[src/hw/rtl/i8svx_pkg.sv]
// Shared types and constants for the IFF 8SVX chunk parser.
// Holds chunk tags, chunk kind codes, result event codes and the VHDR field layout.
// No dependencies.
`timescale 1ns / 1ps

package i8svx_pkg;

  // Big-endian four-character identifiers.
  localparam logic [31:0] TAG_FORM = 32'h464F524D;
  localparam logic [31:0] TAG_8SVX = 32'h38535658;
  localparam logic [31:0] TAG_VHDR = 32'h56484452;
  localparam logic [31:0] TAG_NAME = 32'h4E414D45;
  localparam logic [31:0] TAG_ANNO = 32'h414E4E4F;
  localparam logic [31:0] TAG_COPY = 32'h434F5059;
  localparam logic [31:0] TAG_AUTH = 32'h41555448;
  localparam logic [31:0] TAG_ATAK = 32'h4154414B;
  localparam logic [31:0] TAG_RLSE = 32'h524C5345;
  localparam logic [31:0] TAG_BODY = 32'h424F4459;
  localparam logic [31:0] TAG_CHAN = 32'h4348414E;

  // Highest octave count that a BODY chunk may use.
  localparam int unsigned MAX_OCTAVES = 10;

  typedef logic [2:0] kind_t;
  localparam kind_t KIND_OTHER = 3'd0;
  localparam kind_t KIND_VHDR  = 3'd1;
  localparam kind_t KIND_TEXT  = 3'd2;
  localparam kind_t KIND_SKIP  = 3'd3;
  localparam kind_t KIND_BODY  = 3'd4;

  typedef logic [2:0] event_t;
  localparam event_t EV_NONE     = 3'd0;
  localparam event_t EV_FIELD    = 3'd1;
  localparam event_t EV_TEXT     = 3'd2;
  localparam event_t EV_SAMPLE   = 3'd3;
  localparam event_t EV_NOT_FORM = 3'd4;
  localparam event_t EV_NOT_8SVX = 3'd5;
  localparam event_t EV_FINISHED = 3'd6;
  localparam event_t EV_TOO_MANY = 3'd7;

  typedef logic [2:0] field_t;
  localparam field_t FIELD_ONESHOT     = 3'd0;
  localparam field_t FIELD_REPEAT      = 3'd1;
  localparam field_t FIELD_PER_CYCLE   = 3'd2;
  localparam field_t FIELD_RATE        = 3'd3;
  localparam field_t FIELD_OCTAVES     = 3'd4;
  localparam field_t FIELD_COMPRESSION = 3'd5;
  localparam field_t FIELD_VOLUME      = 3'd6;
  localparam field_t FIELD_LAST        = FIELD_VOLUME;

  // Sample span counters saturate at all ones of this width.
  localparam int unsigned SPAN_W = 33;
  typedef logic [SPAN_W-1:0] span_t;

  // Byte size of each VHDR field: oneshot, repeat, per-cycle, rate,
  // octaves, compression, volume.
  function automatic logic [2:0] vhdr_size(input field_t f);
    logic [2:0] sz;
    case (f)
      FIELD_RATE:        sz = 3'd2;
      FIELD_OCTAVES:     sz = 3'd1;
      FIELD_COMPRESSION: sz = 3'd1;
      default:           sz = 3'd4;
    endcase
    return sz;
  endfunction

endpackage

[src/hw/rtl/i8svx_in_if.sv]
// Input byte channel of the IFF 8SVX chunk parser: valid/ready plus one file byte.
// Standalone interface, no dependencies.
`timescale 1ns / 1ps

interface i8svx_in_if;
  logic       valid;
  logic       ready;
  logic [7:0] data_byte;

  modport source (output valid, output data_byte, input ready);
  modport sink   (input valid, input data_byte, output ready);
endinterface

[src/hw/rtl/i8svx_out_if.sv]
// Result channel of the IFF 8SVX chunk parser: valid/ready plus one parse event.
// Standalone interface, no dependencies.
`timescale 1ns / 1ps

interface i8svx_out_if;
  logic        valid;
  logic        ready;
  logic [2:0]  event_res;
  logic [2:0]  field_id;
  logic [31:0] value;
  logic [3:0]  octave;

  modport source (output valid, output event_res, output field_id, output value,
                  output octave, input ready);
  modport sink   (input valid, input event_res, input field_id, input value,
                  input octave, output ready);
endinterface

[src/hw/rtl/i8svx_classify.sv]
// Chunk identifier decoder: maps a four-character tag to a chunk kind.
// Depends on i8svx_pkg.
`timescale 1ns / 1ps

module i8svx_classify (
  input  logic [31:0]     tag,
  output i8svx_pkg::kind_t kind
);

  always_comb begin
    if (tag == i8svx_pkg::TAG_VHDR) begin
      kind = i8svx_pkg::KIND_VHDR;
    end else if (tag == i8svx_pkg::TAG_NAME || tag == i8svx_pkg::TAG_ANNO ||
                 tag == i8svx_pkg::TAG_COPY || tag == i8svx_pkg::TAG_AUTH) begin
      kind = i8svx_pkg::KIND_TEXT;
    end else if (tag == i8svx_pkg::TAG_ATAK || tag == i8svx_pkg::TAG_RLSE ||
                 tag == i8svx_pkg::TAG_CHAN) begin
      kind = i8svx_pkg::KIND_SKIP;
    end else if (tag == i8svx_pkg::TAG_BODY) begin
      kind = i8svx_pkg::KIND_BODY;
    end else begin
      kind = i8svx_pkg::KIND_OTHER;
    end
  end

endmodule

[src/hw/rtl/iff_8svx_chunk_parser_top.sv]
// Top level of the IFF 8SVX chunk parser.
// Depends on i8svx_pkg, i8svx_in_if, i8svx_out_if and i8svx_classify.
`timescale 1ns / 1ps

// Usage:
// The in_ch channel carries the sound file one byte per transaction, starting
// with the FORM identifier. The out_ch channel carries parse events: VHDR
// header fields, text bytes, sample bytes with their octave index, and the
// terminal events (not FORM, not 8SVX, too many octaves, finished).
// Each accepted byte yields at most one event. Every byte is decoded in the
// cycle it is accepted and its event sits in the output register from the
// next cycle, so throughput is one byte per cycle while the output register
// is empty or draining. The byte decode, the 33-bit running-total add and
// compare, and the octave span update are all combinational.
// When the receiver stalls, the held event stays in the output register and
// in_ch.ready stays high only while that register is being drained in the
// same cycle; no event is lost or repeated.
// After a terminal event the block keeps accepting and dropping bytes until
// reset. rst_n is synchronous and active low; it returns the parser to
// waiting for FORM and empties the output register.
module iff_8svx_chunk_parser_top (
  input  logic         clk,
  input  logic         rst_n,
  i8svx_in_if.sink     in_ch,
  i8svx_out_if.source  out_ch
);

  localparam logic [3:0] PH_FORM_ID   = 4'd0;
  localparam logic [3:0] PH_FORM_LEN  = 4'd1;
  localparam logic [3:0] PH_FORM_TYPE = 4'd2;
  localparam logic [3:0] PH_CK_ID     = 4'd3;
  localparam logic [3:0] PH_CK_LEN    = 4'd4;
  localparam logic [3:0] PH_VHDR      = 4'd5;
  localparam logic [3:0] PH_TEXT      = 4'd6;
  localparam logic [3:0] PH_SKIP      = 4'd7;
  localparam logic [3:0] PH_BODY      = 4'd8;
  localparam logic [3:0] PH_FIN_PEND  = 4'd9;
  localparam logic [3:0] PH_HALT      = 4'd10;

  logic [3:0]              phase_r, phase_nxt;
  logic [1:0]              byte_pos_r, byte_pos_nxt;
  logic [31:0]             asm_r, asm_nxt;
  i8svx_pkg::kind_t        kind_r, kind_nxt;
  logic [31:0]             remaining_r, remaining_nxt;
  logic [31:0]             form_len_r, form_len_nxt;
  logic [32:0]             run_total_r, run_total_nxt;
  logic [31:0]             oneshot_r, oneshot_nxt;
  logic [31:0]             repeat_r, repeat_nxt;
  logic [7:0]              oct_count_r, oct_count_nxt;
  logic [3:0]              cur_oct_r, cur_oct_nxt;
  i8svx_pkg::span_t        span_left_r, span_left_nxt;
  i8svx_pkg::span_t        span_full_r, span_full_nxt;
  i8svx_pkg::field_t       hfield_r, hfield_nxt;

  logic                    out_valid_r;
  i8svx_pkg::event_t       out_event_r;
  logic [2:0]              out_field_r;
  logic [31:0]             out_value_r;
  logic [3:0]              out_octave_r;

  logic                    emit;
  i8svx_pkg::event_t       emit_event;
  logic [2:0]              emit_field;
  logic [31:0]             emit_value;
  logic [3:0]              emit_octave;

  logic                    accept;
  logic [7:0]              b;
  logic [31:0]             asm_shift;
  logic                    word_done;
  i8svx_pkg::kind_t        id_kind;
  logic [32:0]             len_sum;
  logic                    fin_cur;
  logic                    fin_add;
  i8svx_pkg::span_t        per_octave;
  logic [33:0]             span_grow;
  i8svx_pkg::span_t        span_next_oct;
  logic [2:0]              vhdr_pos_inc;

  assign accept       = in_ch.valid && in_ch.ready;
  assign in_ch.ready  = !out_valid_r || out_ch.ready;
  assign b            = in_ch.data_byte;
  assign asm_shift    = {asm_r[23:0], b};
  assign word_done    = (byte_pos_r == 2'd3);
  assign len_sum      = run_total_r + {1'b0, asm_shift};
  assign fin_cur      = (run_total_r >= {1'b0, form_len_r});
  assign fin_add      = (len_sum >= {1'b0, form_len_r});
  assign per_octave   = {1'b0, oneshot_r} + {1'b0, repeat_r};
  // Next octave's span is one more multiple of oneshot+repeat, saturated.
  assign span_grow    = {1'b0, span_full_r} + {1'b0, per_octave};
  assign span_next_oct = span_grow[33] ? '1 : span_grow[32:0];
  assign vhdr_pos_inc = {1'b0, byte_pos_r} + 3'd1;

  i8svx_classify u_classify (
    .tag  (asm_shift),
    .kind (id_kind)
  );

  always_comb begin
    phase_nxt     = phase_r;
    byte_pos_nxt  = byte_pos_r;
    asm_nxt       = asm_r;
    kind_nxt      = kind_r;
    remaining_nxt = remaining_r;
    form_len_nxt  = form_len_r;
    run_total_nxt = run_total_r;
    oneshot_nxt   = oneshot_r;
    repeat_nxt    = repeat_r;
    oct_count_nxt = oct_count_r;
    cur_oct_nxt   = cur_oct_r;
    span_left_nxt = span_left_r;
    span_full_nxt = span_full_r;
    hfield_nxt    = hfield_r;
    emit          = 1'b0;
    emit_event    = i8svx_pkg::EV_NONE;
    emit_field    = 3'd0;
    emit_value    = 32'd0;
    emit_octave   = 4'd0;

    case (phase_r)
      PH_FORM_ID: begin
        asm_nxt      = asm_shift;
        byte_pos_nxt = byte_pos_r + 2'd1;
        if (word_done) begin
          if (asm_shift != i8svx_pkg::TAG_FORM) begin
            phase_nxt  = PH_HALT;
            emit       = 1'b1;
            emit_event = i8svx_pkg::EV_NOT_FORM;
          end else begin
            phase_nxt = PH_FORM_LEN;
          end
        end
      end
      PH_FORM_LEN: begin
        asm_nxt      = asm_shift;
        byte_pos_nxt = byte_pos_r + 2'd1;
        if (word_done) begin
          form_len_nxt = asm_shift;
          phase_nxt    = PH_FORM_TYPE;
        end
      end
      PH_FORM_TYPE: begin
        asm_nxt      = asm_shift;
        byte_pos_nxt = byte_pos_r + 2'd1;
        if (word_done) begin
          if (asm_shift != i8svx_pkg::TAG_8SVX) begin
            phase_nxt  = PH_HALT;
            emit       = 1'b1;
            emit_event = i8svx_pkg::EV_NOT_8SVX;
          end else begin
            run_total_nxt = 33'd0;
            asm_nxt       = 32'd0;
            // An empty form is finished as soon as its type is read.
            if (form_len_r == 32'd0) begin
              phase_nxt  = PH_HALT;
              emit       = 1'b1;
              emit_event = i8svx_pkg::EV_FINISHED;
            end else begin
              phase_nxt = PH_CK_ID;
            end
          end
        end
      end
      PH_CK_ID: begin
        asm_nxt      = asm_shift;
        byte_pos_nxt = byte_pos_r + 2'd1;
        if (word_done) begin
          kind_nxt  = id_kind;
          phase_nxt = PH_CK_LEN;
        end
      end
      PH_CK_LEN: begin
        asm_nxt      = asm_shift;
        byte_pos_nxt = byte_pos_r + 2'd1;
        if (word_done) begin
          remaining_nxt = asm_shift;
          run_total_nxt = len_sum;
          if (kind_r == i8svx_pkg::KIND_VHDR) begin
            hfield_nxt = i8svx_pkg::FIELD_ONESHOT;
            asm_nxt    = 32'd0;
            phase_nxt  = PH_VHDR;
          end else if (kind_r == i8svx_pkg::KIND_BODY) begin
            if (oct_count_r > 8'(i8svx_pkg::MAX_OCTAVES)) begin
              phase_nxt  = PH_HALT;
              emit       = 1'b1;
              emit_event = i8svx_pkg::EV_TOO_MANY;
            end else if (oct_count_r == 8'd0 || per_octave == '0) begin
              asm_nxt = 32'd0;
              if (fin_add) begin
                phase_nxt  = PH_HALT;
                emit       = 1'b1;
                emit_event = i8svx_pkg::EV_FINISHED;
              end else begin
                phase_nxt = PH_CK_ID;
              end
            end else begin
              cur_oct_nxt   = 4'd0;
              span_left_nxt = per_octave;
              span_full_nxt = per_octave;
              phase_nxt     = PH_BODY;
            end
          end else if (asm_shift == 32'd0) begin
            asm_nxt = 32'd0;
            if (fin_add) begin
              phase_nxt  = PH_HALT;
              emit       = 1'b1;
              emit_event = i8svx_pkg::EV_FINISHED;
            end else begin
              phase_nxt = PH_CK_ID;
            end
          end else if (kind_r == i8svx_pkg::KIND_TEXT) begin
            phase_nxt = PH_TEXT;
          end else begin
            phase_nxt = PH_SKIP;
          end
        end
      end
      PH_VHDR: begin
        if (vhdr_pos_inc < i8svx_pkg::vhdr_size(hfield_r)) begin
          asm_nxt      = asm_shift;
          byte_pos_nxt = byte_pos_r + 2'd1;
        end else begin
          if (hfield_r == i8svx_pkg::FIELD_ONESHOT) begin
            oneshot_nxt = asm_shift;
          end else if (hfield_r == i8svx_pkg::FIELD_REPEAT) begin
            repeat_nxt = asm_shift;
          end else if (hfield_r == i8svx_pkg::FIELD_OCTAVES) begin
            oct_count_nxt = asm_shift[7:0];
          end
          emit         = 1'b1;
          emit_event   = i8svx_pkg::EV_FIELD;
          emit_field   = hfield_r;
          emit_value   = asm_shift;
          byte_pos_nxt = 2'd0;
          asm_nxt      = 32'd0;
          if (hfield_r >= i8svx_pkg::FIELD_LAST) begin
            hfield_nxt = i8svx_pkg::FIELD_ONESHOT;
            // This byte already carries a result, so finishing waits a byte.
            phase_nxt  = fin_cur ? PH_FIN_PEND : PH_CK_ID;
          end else begin
            hfield_nxt = hfield_r + 3'd1;
          end
        end
      end
      PH_TEXT: begin
        emit          = 1'b1;
        emit_event    = i8svx_pkg::EV_TEXT;
        emit_value    = {24'd0, b};
        remaining_nxt = remaining_r - 32'd1;
        if (remaining_r == 32'd1) begin
          byte_pos_nxt = 2'd0;
          asm_nxt      = 32'd0;
          phase_nxt    = fin_cur ? PH_FIN_PEND : PH_CK_ID;
        end
      end
      PH_SKIP: begin
        remaining_nxt = remaining_r - 32'd1;
        if (remaining_r == 32'd1) begin
          byte_pos_nxt = 2'd0;
          asm_nxt      = 32'd0;
          if (fin_cur) begin
            phase_nxt  = PH_HALT;
            emit       = 1'b1;
            emit_event = i8svx_pkg::EV_FINISHED;
          end else begin
            phase_nxt = PH_CK_ID;
          end
        end
      end
      PH_BODY: begin
        emit        = 1'b1;
        emit_event  = i8svx_pkg::EV_SAMPLE;
        emit_value  = {24'd0, b};
        emit_octave = cur_oct_r;
        if (span_left_r != '0) begin
          span_left_nxt = span_left_r - i8svx_pkg::span_t'(1);
        end
        if (span_left_r <= i8svx_pkg::span_t'(1)) begin
          if (({4'd0, cur_oct_r} + 8'd1) >= oct_count_r) begin
            cur_oct_nxt  = 4'd0;
            byte_pos_nxt = 2'd0;
            asm_nxt      = 32'd0;
            phase_nxt    = fin_cur ? PH_FIN_PEND : PH_CK_ID;
          end else begin
            cur_oct_nxt   = cur_oct_r + 4'd1;
            span_full_nxt = span_next_oct;
            span_left_nxt = span_next_oct;
          end
        end
      end
      PH_FIN_PEND: begin
        phase_nxt  = PH_HALT;
        emit       = 1'b1;
        emit_event = i8svx_pkg::EV_FINISHED;
      end
      default: begin
        phase_nxt = PH_HALT;
      end
    endcase
  end

  always_ff @(posedge clk) begin
    if (!rst_n) begin
      phase_r     <= PH_FORM_ID;
      byte_pos_r  <= 2'd0;
      asm_r       <= 32'd0;
      kind_r      <= i8svx_pkg::KIND_OTHER;
      remaining_r <= 32'd0;
      form_len_r  <= 32'd0;
      run_total_r <= 33'd0;
      oneshot_r   <= 32'd0;
      repeat_r    <= 32'd0;
      oct_count_r <= 8'd0;
      cur_oct_r   <= 4'd0;
      span_left_r <= '0;
      span_full_r <= '0;
      hfield_r    <= i8svx_pkg::FIELD_ONESHOT;
    end else if (accept) begin
      phase_r     <= phase_nxt;
      byte_pos_r  <= byte_pos_nxt;
      asm_r       <= asm_nxt;
      kind_r      <= kind_nxt;
      remaining_r <= remaining_nxt;
      form_len_r  <= form_len_nxt;
      run_total_r <= run_total_nxt;
      oneshot_r   <= oneshot_nxt;
      repeat_r    <= repeat_nxt;
      oct_count_r <= oct_count_nxt;
      cur_oct_r   <= cur_oct_nxt;
      span_left_r <= span_left_nxt;
      span_full_r <= span_full_nxt;
      hfield_r    <= hfield_nxt;
    end
  end

  always_ff @(posedge clk) begin
    if (!rst_n) begin
      out_valid_r <= 1'b0;
    end else if (accept && emit) begin
      out_valid_r <= 1'b1;
    end else if (out_ch.ready) begin
      out_valid_r <= 1'b0;
    end
  end

  always_ff @(posedge clk) begin
    if (accept && emit) begin
      out_event_r  <= emit_event;
      out_field_r  <= emit_field;
      out_value_r  <= emit_value;
      out_octave_r <= emit_octave;
    end
  end

  assign out_ch.valid     = out_valid_r;
  assign out_ch.event_res = out_event_r;
  assign out_ch.field_id  = out_field_r;
  assign out_ch.value     = out_value_r;
  assign out_ch.octave    = out_octave_r;

endmodule

[src/flat_wrapper.sv]
// flat-port wrapper written by rule: the top's interface ports become plain ports
module iff_8svx_chunk_parser_top_flat 
  (clk, rst_n, in_ch_valid, in_ch_data_byte, in_ch_ready, out_ch_valid, out_ch_event_res, out_ch_field_id, out_ch_value, out_ch_octave, out_ch_ready);
  i8svx_in_if in_ch_i ();
  i8svx_out_if out_ch_i ();
  input  logic clk;
  input  logic rst_n;
  input wire logic [$bits(in_ch_i.valid)-1:0] in_ch_valid;
  input wire logic [$bits(in_ch_i.data_byte)-1:0] in_ch_data_byte;
  output wire logic [$bits(in_ch_i.ready)-1:0] in_ch_ready;
  output wire logic [$bits(out_ch_i.valid)-1:0] out_ch_valid;
  output wire logic [$bits(out_ch_i.event_res)-1:0] out_ch_event_res;
  output wire logic [$bits(out_ch_i.field_id)-1:0] out_ch_field_id;
  output wire logic [$bits(out_ch_i.value)-1:0] out_ch_value;
  output wire logic [$bits(out_ch_i.octave)-1:0] out_ch_octave;
  input wire logic [$bits(out_ch_i.ready)-1:0] out_ch_ready;
  assign in_ch_i.valid = in_ch_valid;
  assign in_ch_i.data_byte = in_ch_data_byte;
  assign in_ch_ready = in_ch_i.ready;
  assign out_ch_valid = out_ch_i.valid;
  assign out_ch_event_res = out_ch_i.event_res;
  assign out_ch_field_id = out_ch_i.field_id;
  assign out_ch_value = out_ch_i.value;
  assign out_ch_octave = out_ch_i.octave;
  assign out_ch_i.ready = out_ch_ready;
  iff_8svx_chunk_parser_top u_core (.clk(clk), .rst_n(rst_n), .in_ch(in_ch_i), .out_ch(out_ch_i));
endmodule
[config.mk]
export PLATFORM = sky130hd
export DESIGN_NAME = iff_8svx_chunk_parser_top_flat
export DESIGN_NICKNAME = d
export VERILOG_FILES = /design/src/hw/rtl/i8svx_pkg.sv /design/src/hw/rtl/i8svx_in_if.sv /design/src/hw/rtl/i8svx_out_if.sv /design/src/hw/rtl/i8svx_classify.sv /design/src/hw/rtl/iff_8svx_chunk_parser_top.sv /design/src/flat_wrapper.sv
export SDC_FILE = /design/constraint.sdc
export NUM_CORES = 1
export LEC_CHECK = 0
export BUFFER_PORTS_ARGS = -buffer_cell sky130_fd_sc_hd__buf_2
export CAP_MARGIN = 20
export CORE_MARGIN = 3
export CORE_UTILIZATION = 50
export DETAILED_ROUTE_END_ITERATION = 8
export GPL_TIMING_DRIVEN = 1
export HOLD_SLACK_MARGIN = 0.06
export PLACE_DENSITY = 0.66
export SETUP_SLACK_MARGIN = 0.02
export SKIP_CTS_REPAIR_TIMING = 1
export SLEW_MARGIN = 20
export SYNTH_ARGS = -nofsm -noshare
export SYNTH_HDL_FRONTEND = slang
export SYNTH_SLANG_ARGS = --single-unit
[constraint.sdc]
create_clock -name clk -period 9.75 [get_ports clk]
set_input_delay 1.95 -clock clk [delete_from_list [all_inputs] [get_ports clk]]
set_output_delay 1.95 -clock clk [all_outputs]
set_load 0.01 [all_outputs]
==> results.cfg <==
[run_status]
status = finished, final reports clean

[global_route]
grt_max_degree = 90
gr-total-overflow = 0
grt_pass1_vias = 20900
grt_pass1_wl_um = 118000
grtUsageTotal_pct = 31.4
antenna_found_initial = 0

[finish]
nets = 3026
fin_cells = 3446
utilization_pct = 55.7
area.sequential_sq_mm = 0.00679
antenna_cells = 0
syn2layout_area_growth_pct = 9.76
final_area_sq_mm = 0.0240
nFillCells = 4130
drive_gt1_share_pct = 8.18
multiInputGateArea_sq_mm = 0.0142

[placed_design]
dp_hpwl_um = 54200
dp.cells = 3376
dpl_cell_area_sq_mm = 0.0227
pre_cts_ws_ns = 1.01
numPortBuffers = 55
gp_congestion = 0.976

[synth]
ys_seq_area_share_pct = 31.0
synth_top_family_by_area = compound AO/OA/AOI/OAI gates
synth_xor_area_share_pct = 2.72
synth_compound_gate_area_share_pct = 26.7
ys_ff_latch = 318
synthAdderAreaFrac_pct = 10.5
synth.cell_area_sq_mm = 0.0219
syn_inst = 2856
synth_edf_count = 42
synth_top_flop_cell = dfxtp_1
muxShareOfSynthArea_pct = 0.320
yosys_warnings = 0
synth-simple-area-share_pct = 24.0
syn_area_per_cell_sq_um = 7.67
yosysUniqueCellTypes = 85
synth_fp_nets = 3050
synthArstFlopShare_pct = 0

[floorplan]
start_util_pct = 50.7
pin_count = 56
row_count = 76
die_h_um = 215
dieArea_sq_mm = 0.0463
die_w_um = 215
coreArea_sq_mm = 0.0432

[worst_setup_path]
worstPathRequired_ns = 10.02
slowest_stage = a311oi_1
ff2ff_path_depth = 22
startpoint_type = primary input
critPathMaxFanout = 38
r2r_slack_ns = 2.66
reg2reg_from = u_core.asm_r[8]
path_common_cell = a21oi_1
cp_top_family = compound AO/OA/AOI/OAI gates
r2r-end = u_core.out_ch.value[18]
worstSetupEndpointType = flop
cp.arrival_ns = 8.52
path_class = primary input to flop
critical-path-max-stage-delay_ns = 0.72
cp_cell_sequence = buf_2 > inv_1 > fa_1 > nor2b_1 > o31a_1 > o21ai_0 > a2111o_1 > and2_1 > or2_2 > a21boi_0 > o21ai_0 > a21oi_1 > xor2_1 > ha_1 > a211o_1 > a21oi_1 > nand2b_1 > o41a_1 > or3_1 > a21oi_1 > inv_1 > a311oi_1 > a31oi_4 > buf_4
crit_buf_inv = 4

[sta]
rsz0062_at_grt = false
fin_crit_ns = 8.26
report.final.slew_viol_count = 0
setup_viol = 0
max_freq_mhz = 121
skew_ns = 0.0218
period_share_pct = 84.7
worst_slack_ns = 1.49
max_slew_margin_pct = 23.2
tns_ns = 0
hold_viol_final = 0
tightest_slew_ns = 1.14
timing.hold.ws_ns = 0.455

[clocking]
htreeDepth = 2
worstSkewPairLatency_ns = 0.58
cts.sinks = 318
clockBufferDepth = 3
root_buffer = clkbuf_16
cts_made_buffers = 39
cts_tree = done
cts.clk_slew.worst_paths_ns = 0.06

[pwr]
p_sw_mw = 0.906
fin_total_pwr_mw = 3.30
power.share.clock_pct = 47.2
p_per_area_mw_per_mm2 = 137
pwr-share-seq_pct = 42.0
comb_power_share_pct = 10.8
ir_drop_v = 0.000134
p_sw_share_pct = 27.5
p_int_mw = 2.39
cellLeakagePower_nw = 9.53

[hold_path]
min_delay_path_depth = 2
hold_end = u_core.repeat_r[9]
hp-class = flop to flop
hold_start = u_core.repeat_r[9]

[detailed_routing]
antenna_left = 0
wirelength_met1_um = 32500
detail_route.wl_per_cell_um = 21.7
dr_wl_met3_um = 5450
firstDrtPassIters = 8
dr_wl_met2_um = 33700
drt_wl_total_um = 74700
viasPerCell = 6.37
drc = 0
top_layer_used = met4
drt_first_iter_violations = 1994
vias = 22000

[run]
maxCapViolCount = 0
==> flip-flops by register name (all words and copies together) (netlist names), 4 cells and up <==
| signal | flops |
|---|---|
| u_core.repeat_r | 32 |
| u_core.form_len_r | 32 |
| u_core.out_ch.value | 32 |
| u_core.oneshot_r | 32 |
| u_core.remaining_r | 32 |
| u_core.out_ch.octave | 4 |
| u_core.oct_count_r | 8 |
| u_core.asm_r | 24 |
| u_core.run_total_r | 33 |
| u_core.span_full_r | 33 |
| u_core.phase_r | 4 |
| u_core.span_left_r | 33 |
| u_core.cur_oct_r | 4 |
==> logic make-up after synthesis <==
logic type,after synthesis
compound gates,901
xor+xnor,68
fa+ha+maj,183
buf+inv,264
flops,318
mux,7
simple gates,1115
==> metal layers <==
layer,up-vias,GRT usage [%]
li1,10400,-
met1,10500,41.9
met2,881,51.1
met3,178,4.68
met4,0,13.2
met5,-,0
==> final cells by class <==
type,count,share of cell area [%]
Inverter,97,1.54
Timing Repair Buffer,102,2.61
Tap cell,585,3.05
Clock inverter,18,1.01
Multi-Input combinational cell,2274,58.9
Sequential cell,318,28.2
Clock buffer,52,4.65
==> worst reg2reg max path, delay by kind of cell (launching register included) <==
kind / cells / cell delay, ns
buffers and inverters: 2 / 0.48
AO/OA/AOI/OAI: 10 / 3.03
adder cells (fa/ha/maj): 2 / 0.62
XOR/XNOR: 1 / 0.20
AND/OR/NAND/NOR: 7 / 1.51
flip-flops: 1 / 0.93
==> power groups by stage <==
stage	Combinational, mW	Sequential (mW)	Clock [mW]
6_report	0.356	1.38	1.56
5_1_grt	0.385	1.38	1.63
4_1_cts	0.349	1.38	1.58
3_5_place_dp	0.348	1.41	0
3_3_place_gp	0.343	1.41	0
2_1_floorplan	0.240	1.40	0
==> placed cells by master, fill, tap and decap left out, types with 22 or more instances in the layout <==
cell,n
dfxtp_1,276
o21ai_0,159
nor3_1,74
edfxtp_1,42
a22oi_1,26
clkbuf_16,41
nor2_1,219
a22o_1,27
nand3_1,80
inv_1,95
a31oi_1,33
a21oi_1,321
nor2b_1,26
nand2_1,426
buf_2,55
o221a_2,23
nand2b_1,22
o211ai_1,22
and2_1,60
nor4_1,39
a211oi_1,31
or3_1,29
xnor2_1,43
xor2_1,25
buf_4,47
a21o_1,46
o21a_1,31
nand4_1,52
ha_1,179
==> worst max path at each step <==
stage	startpoint	end	slack [ns]	cells after the start
global route	in_ch_data_byte[0]	u_core.out_ch.field_id[0]	1.09	25
CTS	in_ch_data_byte[1]	u_core.out_ch.value[3]	1.60	24
global placement	in_ch_data_byte[0]	u_core.out_ch.value[2]	1.16	25
detailed placement	in_ch_data_byte[1]	u_core.out_ch.value[2]	1.01	24
floorplan	in_ch_data_byte[1]	u_core.out_ch.event_res[0]	1.22	21
finish	in_ch_data_byte[1]	u_core.out_ch.value[18]	1.49	24
==> Yosys cell counts (23+ instances only) <==
| cell type | instances | share of area, % |
|---|---|---|
| edfxtp_1 | 42 | 5.8 |
| a21o_1 | 46 | 1.6 |
| nand3_1 | 81 | 1.9 |
| nor4_1 | 40 | 1.1 |
| nor2b_1 | 26 | 0.74 |
| nor2_1 | 224 | 3.8 |
| a22o_1 | 27 | 1.1 |
| and2_1 | 61 | 1.7 |
| o221a_2 | 23 | 1.2 |
| nor3_1 | 77 | 1.8 |
| clkbuf_1 | 144 | 2.5 |
| a21oi_1 | 323 | 7.4 |
| o21a_1 | 31 | 1.1 |
| xnor2_1 | 43 | 1.7 |
| nand2_1 | 426 | 7.3 |
| xor2_1 | 25 | 1.0 |
| a31oi_1 | 34 | 0.97 |
| dfxtp_1 | 276 | 25 |
| ha_1 | 179 | 10 |
| a22oi_1 | 26 | 0.89 |
| inv_1 | 95 | 1.6 |
| o21ai_0 | 159 | 3.6 |
| or3_1 | 29 | 0.83 |
| a211oi_1 | 31 | 1.1 |
| nand4_1 | 52 | 1.5 |
(Power assumes the default switching activity.)
